<file path="src/design/efr_pkg.sv">
package efr_pkg;

  localparam int PROFILE_COUNT = 3;
  localparam int MAX_PAYLOAD   = 29;

  localparam int BYTE_W = 8;
  localparam int PLEN_W = 5;
  localparam int IDX_W  = 2;
  localparam int ST_W   = 2;
  localparam int SUM_W  = 16;

  localparam logic [BYTE_W-1:0] START_BYTE        = 8'hAA;
  localparam logic [BYTE_W-1:0] TYPE_EVENT        = 8'h57;
  localparam logic [BYTE_W-1:0] EVT_CONNECTION    = 8'hB3;
  localparam logic [BYTE_W-1:0] CODE_CONNECTED    = 8'h20;
  localparam logic [BYTE_W-1:0] CODE_DISCOVERABLE = 8'h21;
  localparam logic [BYTE_W-1:0] CODE_DISCONNECTED = 8'h23;
  localparam logic [BYTE_W-1:0] BYTE_MASK         = 8'hFF;

  localparam logic [BYTE_W-1:0] MIN_LENGTH = 8'd3;
  localparam logic [BYTE_W-1:0] MAX_LENGTH = 8'(MAX_PAYLOAD + 3);

  localparam logic [PLEN_W-1:0] TYPE_SKIP = 5'd4;
  localparam logic [PLEN_W-1:0] COMP_SKIP = 5'd2;

  typedef enum logic [ST_W-1:0] {
    ST_IDLE      = 2'd0,
    ST_PAIRING   = 2'd1,
    ST_CONNECTED = 2'd2
  } prof_state_t;

  typedef struct packed {
    logic              done;
    logic [BYTE_W-1:0] event_code;
    logic [BYTE_W-1:0] transaction_id;
    logic [PLEN_W-1:0] payload_length;
    logic [BYTE_W-1:0] first_payload;
  } frame_t;

endpackage

</file>
<file path="src/design/efr_parser.sv">
module efr_parser import efr_pkg::*; (
  input  logic              clk,
  input  logic              rst,
  input  logic              step,
  input  logic [BYTE_W-1:0] byte_in,
  output frame_t            frame
);

  typedef enum logic [3:0] {
    PH_HUNT, PH_TYPE, PH_LEN, PH_COMP, PH_TRANS, PH_EVENT,
    PH_PAYLOAD, PH_SUM_LO, PH_SUM_HI, PH_TRAIL, PH_SKIP
  } phase_t;

  phase_t            phase;
  logic [BYTE_W-1:0] length_field;
  logic [PLEN_W-1:0] bytes_left;
  logic [SUM_W-1:0]  running_sum;
  logic [BYTE_W-1:0] held_transaction;
  logic [BYTE_W-1:0] held_event;
  logic [BYTE_W-1:0] held_first_payload;
  logic [BYTE_W-1:0] sum_low_byte;
  logic              sum_matches;

  logic [BYTE_W-1:0] plen_full;
  logic [PLEN_W-1:0] plen;
  logic              len_bad;

  assign plen_full = length_field - MIN_LENGTH;
  assign plen      = plen_full[PLEN_W-1:0];
  assign len_bad   = ((~length_field & BYTE_MASK) != byte_in) ||
                     (length_field < MIN_LENGTH) || (length_field > MAX_LENGTH);

  always_comb begin
    frame.done           = step && (phase == PH_TRAIL) && sum_matches;
    frame.event_code     = held_event;
    frame.transaction_id = held_transaction;
    frame.payload_length = plen;
    frame.first_payload  = held_first_payload;
  end

  always_ff @(posedge clk) begin
    if (rst) begin
      phase              <= PH_HUNT;
      length_field       <= '0;
      bytes_left         <= '0;
      running_sum        <= '0;
      held_transaction   <= '0;
      held_event         <= '0;
      held_first_payload <= '0;
      sum_low_byte       <= '0;
      sum_matches        <= 1'b0;
    end else if (step) begin
      case (phase)
        PH_HUNT: begin
          if (byte_in == START_BYTE) phase <= PH_TYPE;
        end
        PH_TYPE: begin
          if (byte_in != TYPE_EVENT) begin
            bytes_left <= TYPE_SKIP;
            phase      <= PH_SKIP;
          end else begin
            phase <= PH_LEN;
          end
        end
        PH_LEN: begin
          length_field <= byte_in;
          phase        <= PH_COMP;
        end
        PH_COMP: begin
          if (len_bad) begin
            bytes_left <= COMP_SKIP;
            phase      <= PH_SKIP;
          end else begin
            phase <= PH_TRANS;
          end
        end
        PH_TRANS: begin
          held_transaction <= byte_in;
          phase            <= PH_EVENT;
        end
        PH_EVENT: begin
          held_event         <= byte_in;
          held_first_payload <= '0;
          running_sum        <= SUM_W'(byte_in);
          bytes_left         <= plen;
          phase              <= (plen != '0) ? PH_PAYLOAD : PH_SUM_LO;
        end
        PH_PAYLOAD: begin
          if (bytes_left == plen) held_first_payload <= byte_in;
          running_sum <= running_sum + SUM_W'(byte_in);
          if (bytes_left != '0) bytes_left <= bytes_left - 1'b1;
          if (bytes_left <= PLEN_W'(1)) phase <= PH_SUM_LO;
        end
        PH_SUM_LO: begin
          sum_low_byte <= byte_in;
          phase        <= PH_SUM_HI;
        end
        PH_SUM_HI: begin
          sum_matches <= ({byte_in, sum_low_byte} == running_sum);
          phase       <= PH_TRAIL;
        end
        PH_TRAIL: begin
          phase <= PH_HUNT;
        end
        PH_SKIP: begin
          if (bytes_left != '0) bytes_left <= bytes_left - 1'b1;
          if (bytes_left <= PLEN_W'(1)) phase <= PH_HUNT;
        end
        default: begin
          phase <= PH_HUNT;
        end
      endcase
    end
  end

endmodule

</file>
<file path="src/design/efr_profile.sv">
module efr_profile import efr_pkg::*; (
  input  logic              clk,
  input  logic              rst,
  input  logic              cfg_write,
  input  logic [IDX_W-1:0]  cfg_data,
  input  frame_t            frame,
  input  logic              out_ready,
  output logic              out_valid,
  output logic [BYTE_W-1:0] event_code,
  output logic [BYTE_W-1:0] transaction_id,
  output logic [PLEN_W-1:0] payload_length,
  output logic [BYTE_W-1:0] first_payload_byte,
  output logic              ack_requested,
  output logic              state_changed,
  output logic [ST_W-1:0]   profile_state,
  output logic [IDX_W-1:0]  profile_index
);

  logic [IDX_W-1:0] active_profile;
  prof_state_t      profile_states [PROFILE_COUNT];

  prof_state_t cur;
  prof_state_t upd;
  logic        known;
  logic        ack;
  logic        changed;
  logic        has_payload;

  always_comb begin
    cur         = profile_states[active_profile];
    ack         = (frame.event_code == EVT_CONNECTION);
    has_payload = (frame.payload_length != '0);
    known       = 1'b1;
    upd         = cur;
    case (frame.first_payload)
      CODE_CONNECTED:    upd = ST_CONNECTED;
      CODE_DISCOVERABLE: upd = ST_PAIRING;
      CODE_DISCONNECTED: upd = ST_IDLE;
      default:           known = 1'b0;
    endcase
    changed = ack && has_payload && known && (upd != cur);
  end

  always_ff @(posedge clk) begin
    if (rst) begin
      active_profile <= '0;
      out_valid      <= 1'b0;
      for (int i = 0; i < PROFILE_COUNT; i++) profile_states[i] <= ST_IDLE;
    end else begin
      if (cfg_write && (cfg_data < PROFILE_COUNT)) active_profile <= cfg_data;
      if (frame.done) begin
        out_valid <= 1'b1;
        if (changed) profile_states[active_profile] <= upd;
      end else if (out_ready) begin
        out_valid <= 1'b0;
      end
    end
  end

  // result word
  always_ff @(posedge clk) begin
    if (frame.done) begin
      event_code         <= frame.event_code;
      transaction_id     <= frame.transaction_id;
      payload_length     <= frame.payload_length;
      first_payload_byte <= has_payload ? frame.first_payload : '0;
      ack_requested      <= ack;
      state_changed      <= changed;
      profile_state      <= changed ? upd : cur;
      profile_index      <= active_profile;
    end
  end

endmodule

</file>
<file path="src/design/module_event_frame_receiver_unit.sv">
// channel | direction | handshake            | word
// in      | input     | in_valid / in_ready   | rx_byte
// out     | output    | out_valid / out_ready | event_code .. profile_index
// cfg     | input     | cfg_valid / cfg_ready | cfg_data (active profile)
//
// one byte per cycle unless a result is stalled; a byte waits in the input register
// until taken, and a frame's result is registered in the cycle after its trailing byte is taken
// synchronous active-high reset; all profiles start idle, active profile 0
// cfg_ready is always high; out-of-range profile writes are ignored
// a stalled result holds the input register, and in_ready drops only then
module module_event_frame_receiver_unit import efr_pkg::*; (
  input  logic              clk,
  input  logic              rst,
  input  logic              in_valid,
  output logic              in_ready,
  input  logic [BYTE_W-1:0] rx_byte,
  output logic              out_valid,
  input  logic              out_ready,
  output logic [BYTE_W-1:0] event_code,
  output logic [BYTE_W-1:0] transaction_id,
  output logic [PLEN_W-1:0] payload_length,
  output logic [BYTE_W-1:0] first_payload_byte,
  output logic              ack_requested,
  output logic              state_changed,
  output logic [ST_W-1:0]   profile_state,
  output logic [IDX_W-1:0]  profile_index,
  input  logic              cfg_valid,
  output logic              cfg_ready,
  input  logic [IDX_W-1:0]  cfg_data
);

  logic              byte_valid;
  logic [BYTE_W-1:0] byte_q;
  logic              step;
  frame_t            frame;

  assign step      = byte_valid && (!out_valid || out_ready);
  assign in_ready  = !byte_valid || step;
  assign cfg_ready = 1'b1;

  always_ff @(posedge clk) begin
    if (rst) begin
      byte_valid <= 1'b0;
    end else if (in_ready) begin
      byte_valid <= in_valid;
    end
  end

  always_ff @(posedge clk) begin
    if (in_ready && in_valid) byte_q <= rx_byte;
  end

  efr_parser u_parser (
    .clk     (clk),
    .rst     (rst),
    .step    (step),
    .byte_in (byte_q),
    .frame   (frame)
  );

  efr_profile u_profile (
    .clk                (clk),
    .rst                (rst),
    .cfg_write          (cfg_valid && cfg_ready),
    .cfg_data           (cfg_data),
    .frame              (frame),
    .out_ready          (out_ready),
    .out_valid          (out_valid),
    .event_code         (event_code),
    .transaction_id     (transaction_id),
    .payload_length     (payload_length),
    .first_payload_byte (first_payload_byte),
    .ack_requested      (ack_requested),
    .state_changed      (state_changed),
    .profile_state      (profile_state),
    .profile_index      (profile_index)
  );

endmodule

</file>
<file path="config.mk">
export PLATFORM = sky130hd
export DESIGN_NAME = module_event_frame_receiver_unit
export DESIGN_NICKNAME = d
export VERILOG_FILES = /design/src/design/efr_pkg.sv /design/src/design/efr_parser.sv /design/src/design/efr_profile.sv /design/src/design/module_event_frame_receiver_unit.sv
export SDC_FILE = /design/constraint.sdc
export NUM_CORES = 1
export LEC_CHECK = 0
export ABC_AREA = 1
export BUFFER_PORTS_ARGS = -buffer_cell sky130_fd_sc_hd__buf_2
export CAP_MARGIN = 20
export CORE_UTILIZATION = 27
export CTS_BUF_LIST = sky130_fd_sc_hd__clkbuf_4 sky130_fd_sc_hd__clkbuf_8
export DETAILED_ROUTE_END_ITERATION = 10
export PLACE_DENSITY = 0.48
export SYNTH_ARGS = -nofsm -noshare
export SYNTH_HDL_FRONTEND = slang
export SYNTH_SLANG_ARGS = --single-unit
export TNS_END_PERCENT = 5
</file>
<file path="constraint.sdc">
create_clock -name clk -period 1.9 [get_ports clk]
set_clock_uncertainty 0.1 [all_clocks]
set_input_delay 0.285 -clock clk [delete_from_list [all_inputs] [get_ports clk]]
set_output_delay 0.285 -clock clk [all_outputs]
set_load 0.005 [all_outputs]
</file>
Yosys cells after proc, flatten, opt, wreduce, memory -nomap -nowiden
Memories as Yosys holds them, arrays and structs flattened. A register that Yosys moved wholly into a read port is not among the register bits.
Cells that the tools add are included.
{"block": "classes", "add_sub_neg": 3, "n_lt_le_gt_ge": 4, "eq_ne": 27, "n_mux": 30, "n_bitwise": 1, "reduce_logical": 32}
{"op": "case mux 4 bit (10 select lines)", "count": 1}
{"op": "case mux 16 bit (2 select lines)", "count": 1}
{"op": "== test 8 x 6 -> 1 bit, second input constant", "count": 3}
{"op": "two-way mux 4 bit", "count": 5}
{"op": "case mux 5 bit (4 select lines)", "count": 1}
{"op": "adder 16 x 8 -> 16 bit", "count": 1}
{"op": "== test 16 bit", "count": 1}
{"op": "== test 4 x 3 -> 1 bit, second input constant", "count": 4}
{"op": "== test 8 bit, second input constant", "count": 2}
{"op": "case mux 8 bit (2 select lines)", "count": 1}
{"op": "two-way mux 5 bit", "count": 3}
{"op": "inequality test 2 x 1 -> 1 bit, second input constant", "count": 7}
{"op": "== test 4 bit, second input constant", "count": 3}
{"op": "AND reduction 2 bit", "count": 6}
{"op": "two-way mux 1 bit", "count": 11}
{"op": "two-way mux 2 bit", "count": 5}
{"op": "nonzero test 5 bit", "count": 2}
{"op": "== test 4 x 2 -> 1 bit, second input constant", "count": 2}
{"op": "greater-than comparator 8 x 6 -> 1 bit, second input constant", "count": 1}
{"op": "logical AND 1 bit", "count": 8}
{"op": "less-than comparator 8 x 2 -> 1 bit, second input constant", "count": 1}
{"op": "two-way mux 8 bit", "count": 1}
{"op": "inequality test 8 x 7 -> 1 bit, second input constant", "count": 1}
{"op": "inequality test 8 bit", "count": 1}
{"op": "19 further kinds", "count": 25}
{"block": "word_totals", "register_bits": 113, "ramBits": 6, "in_bits": 15, "word_cells": 119, "memories": 1}
{"memory": "u_profile.profile_states", "words": 3, "word_bits": 2, "rd": 1, "rd_ports_with_merged_regs": 1, "wr": 3, "line_no": "efr_profile.sv:20", "text": "prof_state_t profile_states [PROFILE_COUNT];"}

Logic depth before layout (Yosys ltp)
Gate-level depths: netlist of run 1.
{"block": "depth", "word_depth": 11, "ltp_mapped": 13, "mapped_depth_nobuf": 13}

Modules after synthesis
Synthesis of run 1 repeated with hierarchy kept, for this count alone.
{"block": "hier_totals", "cells_unflattened": 753, "area_unflattened_um2": 6175.9}
{"mod": "efr_parser", "instances": 1, "cells_each": 562, "area_each_um2": 3808.7, "seq_area_each_um2": 1321.3}
{"mod": "efr_profile", "instances": 1, "cells_each": 173, "area_each_um2": 2054.5, "seq_area_each_um2": 1391.3}
{"mod": "module_event_frame_receiver_unit", "instances": 1, "cells_each": 18, "area_each_um2": 312.8, "seq_area_each_um2": 260.2}

Worst setup path before layout of run 1
OpenSTA, ideal clock, no wires.
{"block": "synth_path", "path_kind": "flip-flop to flip-flop", "from": "register u_profile.out_valid", "to": "register u_profile.ack_requested, enable pin", "setup_ns": 0.390, "t_arrival_ns": 1.541, "t_required_ns": 1.410, "path_slack_ns": -0.131, "path_stages_with_launch": 6, "n_path_buf": 0, "path_cell_list": "dfxtp_1 nand2_1 nand2_2 inv_2 nand4_1 inv_1"}
{"item": "start, declared", "line_no": "efr_profile.sv:8", "text": "output logic out_valid,"}
{"item": "start signal, assigned", "line_no": "efr_profile.sv:47", "text": "out_valid <= 1'b0;"}
{"item": "start signal, assigned", "line_no": "efr_profile.sv:52", "text": "out_valid <= 1'b1;"}
{"item": "start signal, assigned", "line_no": "efr_profile.sv:55", "text": "out_valid <= 1'b0;"}
{"item": "end signal, assigned", "line_no": "efr_profile.sv:67", "text": "ack_requested <= ack;"}
{"item": "end, declared", "line_no": "efr_profile.sv:13", "text": "output logic ack_requested,"}

==> impl_metrics.toml, run 1 <==
[status]
status = "finished clean"

[clock_network]
cts_root_buf = "clkbuf_8"
cts_tree = "yes"
cts.path.max_buffers = 2
htree_levels = 4
clkSlewWorstSetupHoldPaths_ns = 0.08
cts_buffers = 17
clock_sinks = 123
clk_latency_ns = 0.45

[worst_setup_path]
ff2ff_path_depth = 11
crit_arrival_ns = 2.05
regToRegSetupSlack_ns = 0.08
endpoint_kind = "flop"
path_cells = "inv_1 -> ha_4 -> inv_1 -> nand2_1 -> nand2_1 -> nor2_2 -> nand3_2 -> nor2_4 -> nand2_4 -> nand3_1 -> a21oi_2"
slowest_stage = "dfxtp_2"
critical_path_class = "flop to flop"
critical_path.max_fanout = 8
cp-start-kind = "flop"
critical-path-max-stage-delay_ns = 0.36
required_ns = 2.13
reg2reg_to = "u_parser.held_first_payload[3]"
reg2reg_from = "u_parser.length_field[1]"
setup.worst_path.start = "u_parser.length_field[1]"

[route]
drt_pre_antenna_iters = 4
viasPerCell = 4.445
remaining_drc_errors = 0
drtIter0Drc = 242
vias = 5290
wire_per_inst_um = 13.39
drt_wl_total_um = 15940
ant_nets = 0

[pwr]
powerDensity_nw_per_um2 = 692.2
p_leak_nw = 3.296
ir_drop_mv = 0.3451
finalPower_mw = 5.501

[finish]
final_common_cell = "nand2_1"
final.fill_count = 2290
drive_above_1_share_pct = 27.58
multi_input_area_um2 = 2963
mostFrequentLayoutCells = "163 x nand2_1, 91 x nor2_1, 71 x inv_1"
antenna_cells = 0
nets = 926
seq_area_um2 = 2978
area_delta_synth_final_pct = 28.98

[global_routing]
grtUsageTotal_pct = 13.96
gr-total-overflow = 0
grt_pass1_wl_um = 25500
grt_pass1_vias = 4942
antenna_found_initial = 0
grt_max_degree = 36

[min_path]
hold_depth = 4
hold_start = "out_ready"
hold_class = "primary input to flop"
hold_path_end = "u_profile.out_valid"

[sta]
setup_viol = 0
report.final.slew_viol_count = 0
fin_crit_sh_pct = 95.81
finalCriticalPeriod_ns = 1.820
hold_ws_ns = 0.04589
fmax_mhz = 549.3
rsz0062_at_grt = "true"
hold_viol = 0

[die]
die_w_um = 153.1
initial_core_util_pct = 27.89
ios = 53
dieHeight_um = 153.1
fp-row-count = 54
dieArea_um2 = 23430
core-area_um2 = 22090

[logic_synthesis]
synth_seq_cells = 123
ys_types = 40
avgSynthCellArea_um2 = 8.022
ys_seq_area_share_pct = 48.25
synthArstFlopShare_pct = 0
ys_warn_count = 0
synthCells = 768
syn_nets = 797
postSynth.topFlopCell = "dfxtp_1"
synth_edf_count = 51
syn_area_um2 = 6161

[placed_design]
place_congestion = 0.8127
dp_hpwl_um = 11670
io_buffers = 51

[flow_run]
maxCapViolCount = 0
## power by group
group          switching, mW  internal [mW]
sequential            0.0262           2.76
clock                   1.14           1.20
combinational          0.216          0.153
total                   1.38           4.12
## worst max path at each step
stage,depth (start not counted),slack [ns],end
after floorplan,9,-0.04,u_parser.running_sum[10]
after global placement,11,-0.01,u_parser.held_first_payload[1]
after detailed placement,11,-0.07,u_parser.held_first_payload[1]
after CTS,13,0.006,u_parser.running_sum[13]
final,11,0.08,u_parser.held_first_payload[3]
after global routing,11,-0.03,u_parser.held_first_payload[5]
## routing by layer
metal | vias up | track usage [%] | share of wire (%)
met5 | - | 0 | 0
met1 | 2402 | 18.62 | 49
met3 | 20 | 3.374 | 3.7
met2 | 88 | 22.14 | 45
met4 | 0 | 4.425 | 1.5
li1 | 2780 | - | -
## repair_timing
| item | in CTS | in global routing |
|---|---|---|
| buffers inserted | 0 | 4 |
| pin swaps | 0 | 13 |
| hold buffers | 10 | 0 |
| setup endpoints to repair | 23 | 40 |
| gates resized for setup | 6 | 48 |
| gates cloned | 0 | 1 |
| hold endpoints to repair | 10 | 0 |
## layout make-up
type	instances	area share, %
Sequential cell	123	37.47
Multi-Input combinational cell	536	37.29
Timing Repair Buffer	131	11.64
Tap cell	280	4.409
Inverter	88	4.236
Clock buffer	18	3.118
Clock inverter	14	1.842
## cell usage after synthesis (2+ instances only)
cell type	number	area [um2]
nand2_4	6	67.56
or2_2	2	12.51
edfxtp_1	51	1531
dfxtp_1	72	1441
nor2_4	8	90.09
inv_1	75	281.5
inv_2	12	45.04
buf_2	9	45.04
a21oi_1	60	300.3
nor2_1	97	364.1
nand4_1	19	118.9
nor2_2	8	50.05
clkbuf_2	2	10.01
nand3_1	47	235.2
o21ai_1	11	55.05
a31oi_1	2	12.51
a21oi_4	2	32.53
a211oi_1	3	22.52
nor3_1	5	25.02
nand3b_1	2	15.01
xor2_1	6	52.55
nand2_2	10	62.56
buf_4	2	15.01
ha_1	13	162.7
xnor2_1	9	78.83
clkbuf_1	8	30.03
o21ai_0	41	205.2
nand2_1	169	634.4
nand3_2	6	60.06
## flip-flops by register name (all words and copies together) (netlist names), named ones only
signal / cells
u_profile.active_profile: 2
u_profile.event_code: 8
u_profile.transaction_id: 8
u_profile.ack_requested: 1
u_parser.bytes_left: 5
u_parser.running_sum: 16
u_parser.sum_matches: 1
byte_valid: 1
u_profile.first_payload_byte: 8
u_parser.held_first_payload: 8
u_parser.phase: 4
u_profile.state_changed: 1
byte_q: 8
u_profile.payload_length: 5
u_profile.profile_index: 2
u_parser.sum_low_byte: 8
u_profile.profile_state: 2
u_parser.length_field: 8
u_parser.held_transaction: 8
u_parser.held_event: 8
u_profile.out_valid: 1
u_profile.profile_states: 8
## kinds of logic after synthesis
logic type / Yosys count / synth area share [%]
AOI/OAI and AO/OA: 126 / 11.21
xor gates and xnor gates: 15 / 2.132
adders and majority gates: 14 / 2.965
buffers and inverters: 110 / 7.209
DFF: 123 / 48.25
other: 1 / 0.06087
and+or+nand+nor: 379 / 28.17
## per-stage QoR
stage | std cells | util [%] | worst slack (ns) | setup TNS [ns] | instance area [um2]
2_1_floorplan | 768 | - | -0.03502 | -0.06496 | 6165
3_3_place_gp | 1143 | 32.50 | -0.01256 | -0.07712 | 7179
3_5_place_dp | 1143 | 32.50 | -0.07000 | -0.6070 | 7179
4_1_cts | 1185 | 34.82 | 0.006214 | 0 | 7694
5_1_grt | 1190 | 35.97 | -0.03403 | -0.3181 | 7946
6_report | 1190 | 35.97 | 0.07966 | 0 | 7946
## critical path: cells and delay by family, from the launching register on
| family | cells | cell delay (ns) |
|---|---|---|
| adder cells (fa/ha/maj) | 1 | 0.28 |
| flip-flops | 1 | 0.36 |
| AND/OR/NAND/NOR | 7 | 0.80 |
| AO/OA/AOI/OAI | 1 | 0.05 |
| buffers and inverters | 2 | 0.12 |
Power figures use the tool's default switching activity.
==> inputs of run 2 (changes only) <==
--- a/config.mk
+++ b/config.mk
@@ -5,7 +5,7 @@
 export SDC_FILE = /design/constraint.sdc
 export NUM_CORES = 1
 export LEC_CHECK = 0
-export ABC_AREA = 1
+export ABC_AREA = 0
 export BUFFER_PORTS_ARGS = -buffer_cell sky130_fd_sc_hd__buf_2
 export CAP_MARGIN = 20
 export CORE_UTILIZATION = 27
==> run 2 against run 1 <==
Against the previous run:
- critical endpoint is now u_profile.profile_states[3][1]
- critical path type unchanged
- sequential cell count stayed put
- final cell count down 11%
- count of clock-buffer cells in the layout stayed put
- the run now ends with negative setup slack left
==> impl_metrics.toml, run 2 <==
[logic_synthesis]
syn_area_um2 = 5983
yosys-top-cells-count = "72 x dfxtp_1, 65 x nor2_1, 53 x nand2_1"
syn_nets = 618
synthCells = 589
ys_seq_area_share_pct = 49.69
avgSynthCellArea_um2 = 10.16
postSynth.topFlopCell = "dfxtp_1"
synthArstFlopShare_pct = 0
synth_most_common_cell = "dfxtp_1"
synth_top_area_cell = "edfxtp_1"
synth.area.top_cells = "edfxtp_1 26%, dfxtp_1 24%, mux2i_1 7.9%"
netlist.area_leader.share_pct = 25.60
synth_seq_cells = 123
synth_edf_count = 51
ys_types = 71
ys_warn_count = 0

[pwr]
ir_drop_mv = 0.2872
finalPower_mw = 5.420
combPwrFrac_pct = 6.8
internal_power_mw = 3.999
powerDensity_nw_per_um2 = 649.4
clkPwrFrac_pct = 41.8
switching_share_pct = 26.22
p_leak_nw = 3.531
p_switching_mw = 1.421
pwr-share-seq_pct = 51.4

[placed_design]
dp_hpwl_um = 11360
place_worst_setup_slack_ns = -0.5234
io_buffers = 51
dp.cells = 1018
place_congestion = 0.8396

[die]
initial_core_util_pct = 27.50
dieArea_um2 = 22760
ios = 53
die_w_um = 150.9
dieHeight_um = 150.9
core-area_um2 = 21760
fp-row-count = 54

[clock_network]
cts_buffers = 17
clock_sinks = 123
cts_root_buf = "clkbuf_8"
clk_latency_ns = 0.46
htree_levels = 4
clkSlewWorstSetupHoldPaths_ns = 0.08
cts.path.max_buffers = 2
cts_tree = "yes"

[min_path]
hold_class = "primary input to flop"

[global_routing]
grt_max_degree = 35
grt_pass1_wl_um = 25250
gr-total-overflow = 0
grt_pass1_vias = 4889
grtUsageTotal_pct = 14.58
antenna_found_initial = 0

[route]
wire_per_inst_um = 14.80
vias = 4980
drt_pre_antenna_iters = 4
drtIter0Drc = 196
remaining_drc_errors = 0
ant_nets = 0
drt_wl_total_um = 15730
viasPerCell = 4.685

[status]
violations = "negative setup slack"
status = "finished, violations left"

[finish]
final_common_cell = "buf_4"
final.fill_count = 2149
nets = 799
area_delta_synth_final_pct = 39.48
final_cells = 1063
largest-register = "u_parser.running_sum"
antenna_cells = 0
mostFrequentLayoutCells = "123 x buf_4, 65 x dfxtp_1, 64 x nor2_1"
largest_reg_flops = 16
drive_above_1_share_pct = 36.53
final_util_pct = 38.36

[sta]
report.final.slew_viol_count = 0
finalCriticalPeriod_ns = 2.316
tns_ns = -9.332
hold_viol = 0
worst_pin_slew_ns = 0.5731
fmax_mhz = 431.9
setup_viol = 44
relSlewSlack_pct = 61.74
fin_crit_sh_pct = 121.9
timing.final.ws_setup_ns = -0.4155
rsz0062_at_grt = "true"

[flow_run]
maxCapViolCount = 0

[worst_setup_path]
cp-start-kind = "flop"
required_ns = 1.97
endpoint_kind = "flop"
crit_arrival_ns = 2.39
critical_path_class = "flop to flop"
critical_path.max_fanout = 7
-- run 2: cell types whose count changed in the layout (fill, tap and decap cells not counted), moves of 14 or more --
cell,change
a21oi_1,-38
buf_4,+60
inv_1,-57
inv_2,-14
mux2i_1,+47
nand2_1,-111
nand3_1,-26
nand4_1,-14
nor2_1,-27
o21ai_0,-23
xnor2_1,+17
-- run 2: critical path, cell delays in order (launching register included) --
cell and delay (ns):
dfxtp_1 0.32, or4_4 0.55, nor3_4 0.18, o211ai_2 0.12, or4_4 0.62, nor2_4 0.14
-- run 2: worst paths after layout --
path                             startpoint                             end  slack, ns  cells past startpoint
max          u_parser.held_first_payload[3]  u_profile.profile_states[3][1]      -0.42                      5
min                             cfg_data[0]                            flop       0.03                      4
min reg2reg    u_parser.held_transaction[4]     u_profile.transaction_id[4]       0.34                      0
max reg2reg  u_parser.held_first_payload[3]  u_profile.profile_states[3][1]      -0.42                      5
-- run 2: through the flow --
| stage | cell area, um2 | hold slack [ns] |
|---|---|---|
| 2_1_floorplan | 6035 | 0.2839 |
| 3_3_place_gp | 7559 | 0.3149 |
| 3_5_place_dp | 7559 | 0.3205 |
| 5_1_grt | 8346 | 0.05308 |
| 6_report | 8346 | 0.03201 |
| 4_1_cts | 8255 | 0.005163 |
-- run 2: layout make-up --
| class | instances | area, um2 | area share (%) |
|---|---|---|---|
| Clock inverter | 14 | 136.4 | 1.634 |
| Multi-Input combinational cell | 417 | 3105 | 37.21 |
| Tap cell | 280 | 350.3 | 4.198 |
| Clock buffer | 18 | 241.5 | 2.894 |
| Timing Repair Buffer | 196 | 1466 | 17.57 |
| Sequential cell | 123 | 2989 | 35.82 |
| Inverter | 15 | 56.30 | 0.6747 |
-- run 2: cells by family (layout without fill, tap and decap cells) --
group | count (synthesis) | in the layout | share of synthesized area [%]
flip-flops | 123 | 123 | 49.69
multiplexers | 49 | 49 | 8.616
other | 1 | 1 | 0.06268
adder cells (fa/ha/maj) | 14 | 14 | 3.053
XOR/XNOR | 31 | 31 | 4.663
AND/OR/NAND/NOR | 235 | 235 | 20.93
AO/OA/AOI/OAI | 87 | 87 | 9.620
buffers and inverters | 49 | 243 | 3.367
-- run 2: power groups by stage --
stage               clock network (mW)  logic (mW)  registers (mW)
floorplan                            0       0.180            2.83
global placement                     0       0.318            2.85
detailed placement                   0       0.322            2.85
CTS                               2.32       0.358            2.79
global route                      2.43       0.399            2.79
finish                            2.27       0.367            2.79
-- run 2: what timing repair did --
item / 4_1_cts / 5_1_grt
resized for setup: 42 / 24
endpoints found under the hold margin: 10 / 0
endpoints found under the setup margin: 90 / 84
pin swaps: 17 / 9
buffers inserted: 3 / 0
hold buffers: 10 / 0
-- run 2: metal layers --
layer | vias to the layer above | global-route usage (%) | share of wire [%]
li1 | 2482 | - | -
met1 | 2397 | 18.20 | 48
met2 | 85 | 24.68 | 48
met3 | 16 | 3.012 | 3.1
met4 | 0 | 5.300 | 1.3
met5 | - | 0 | 0
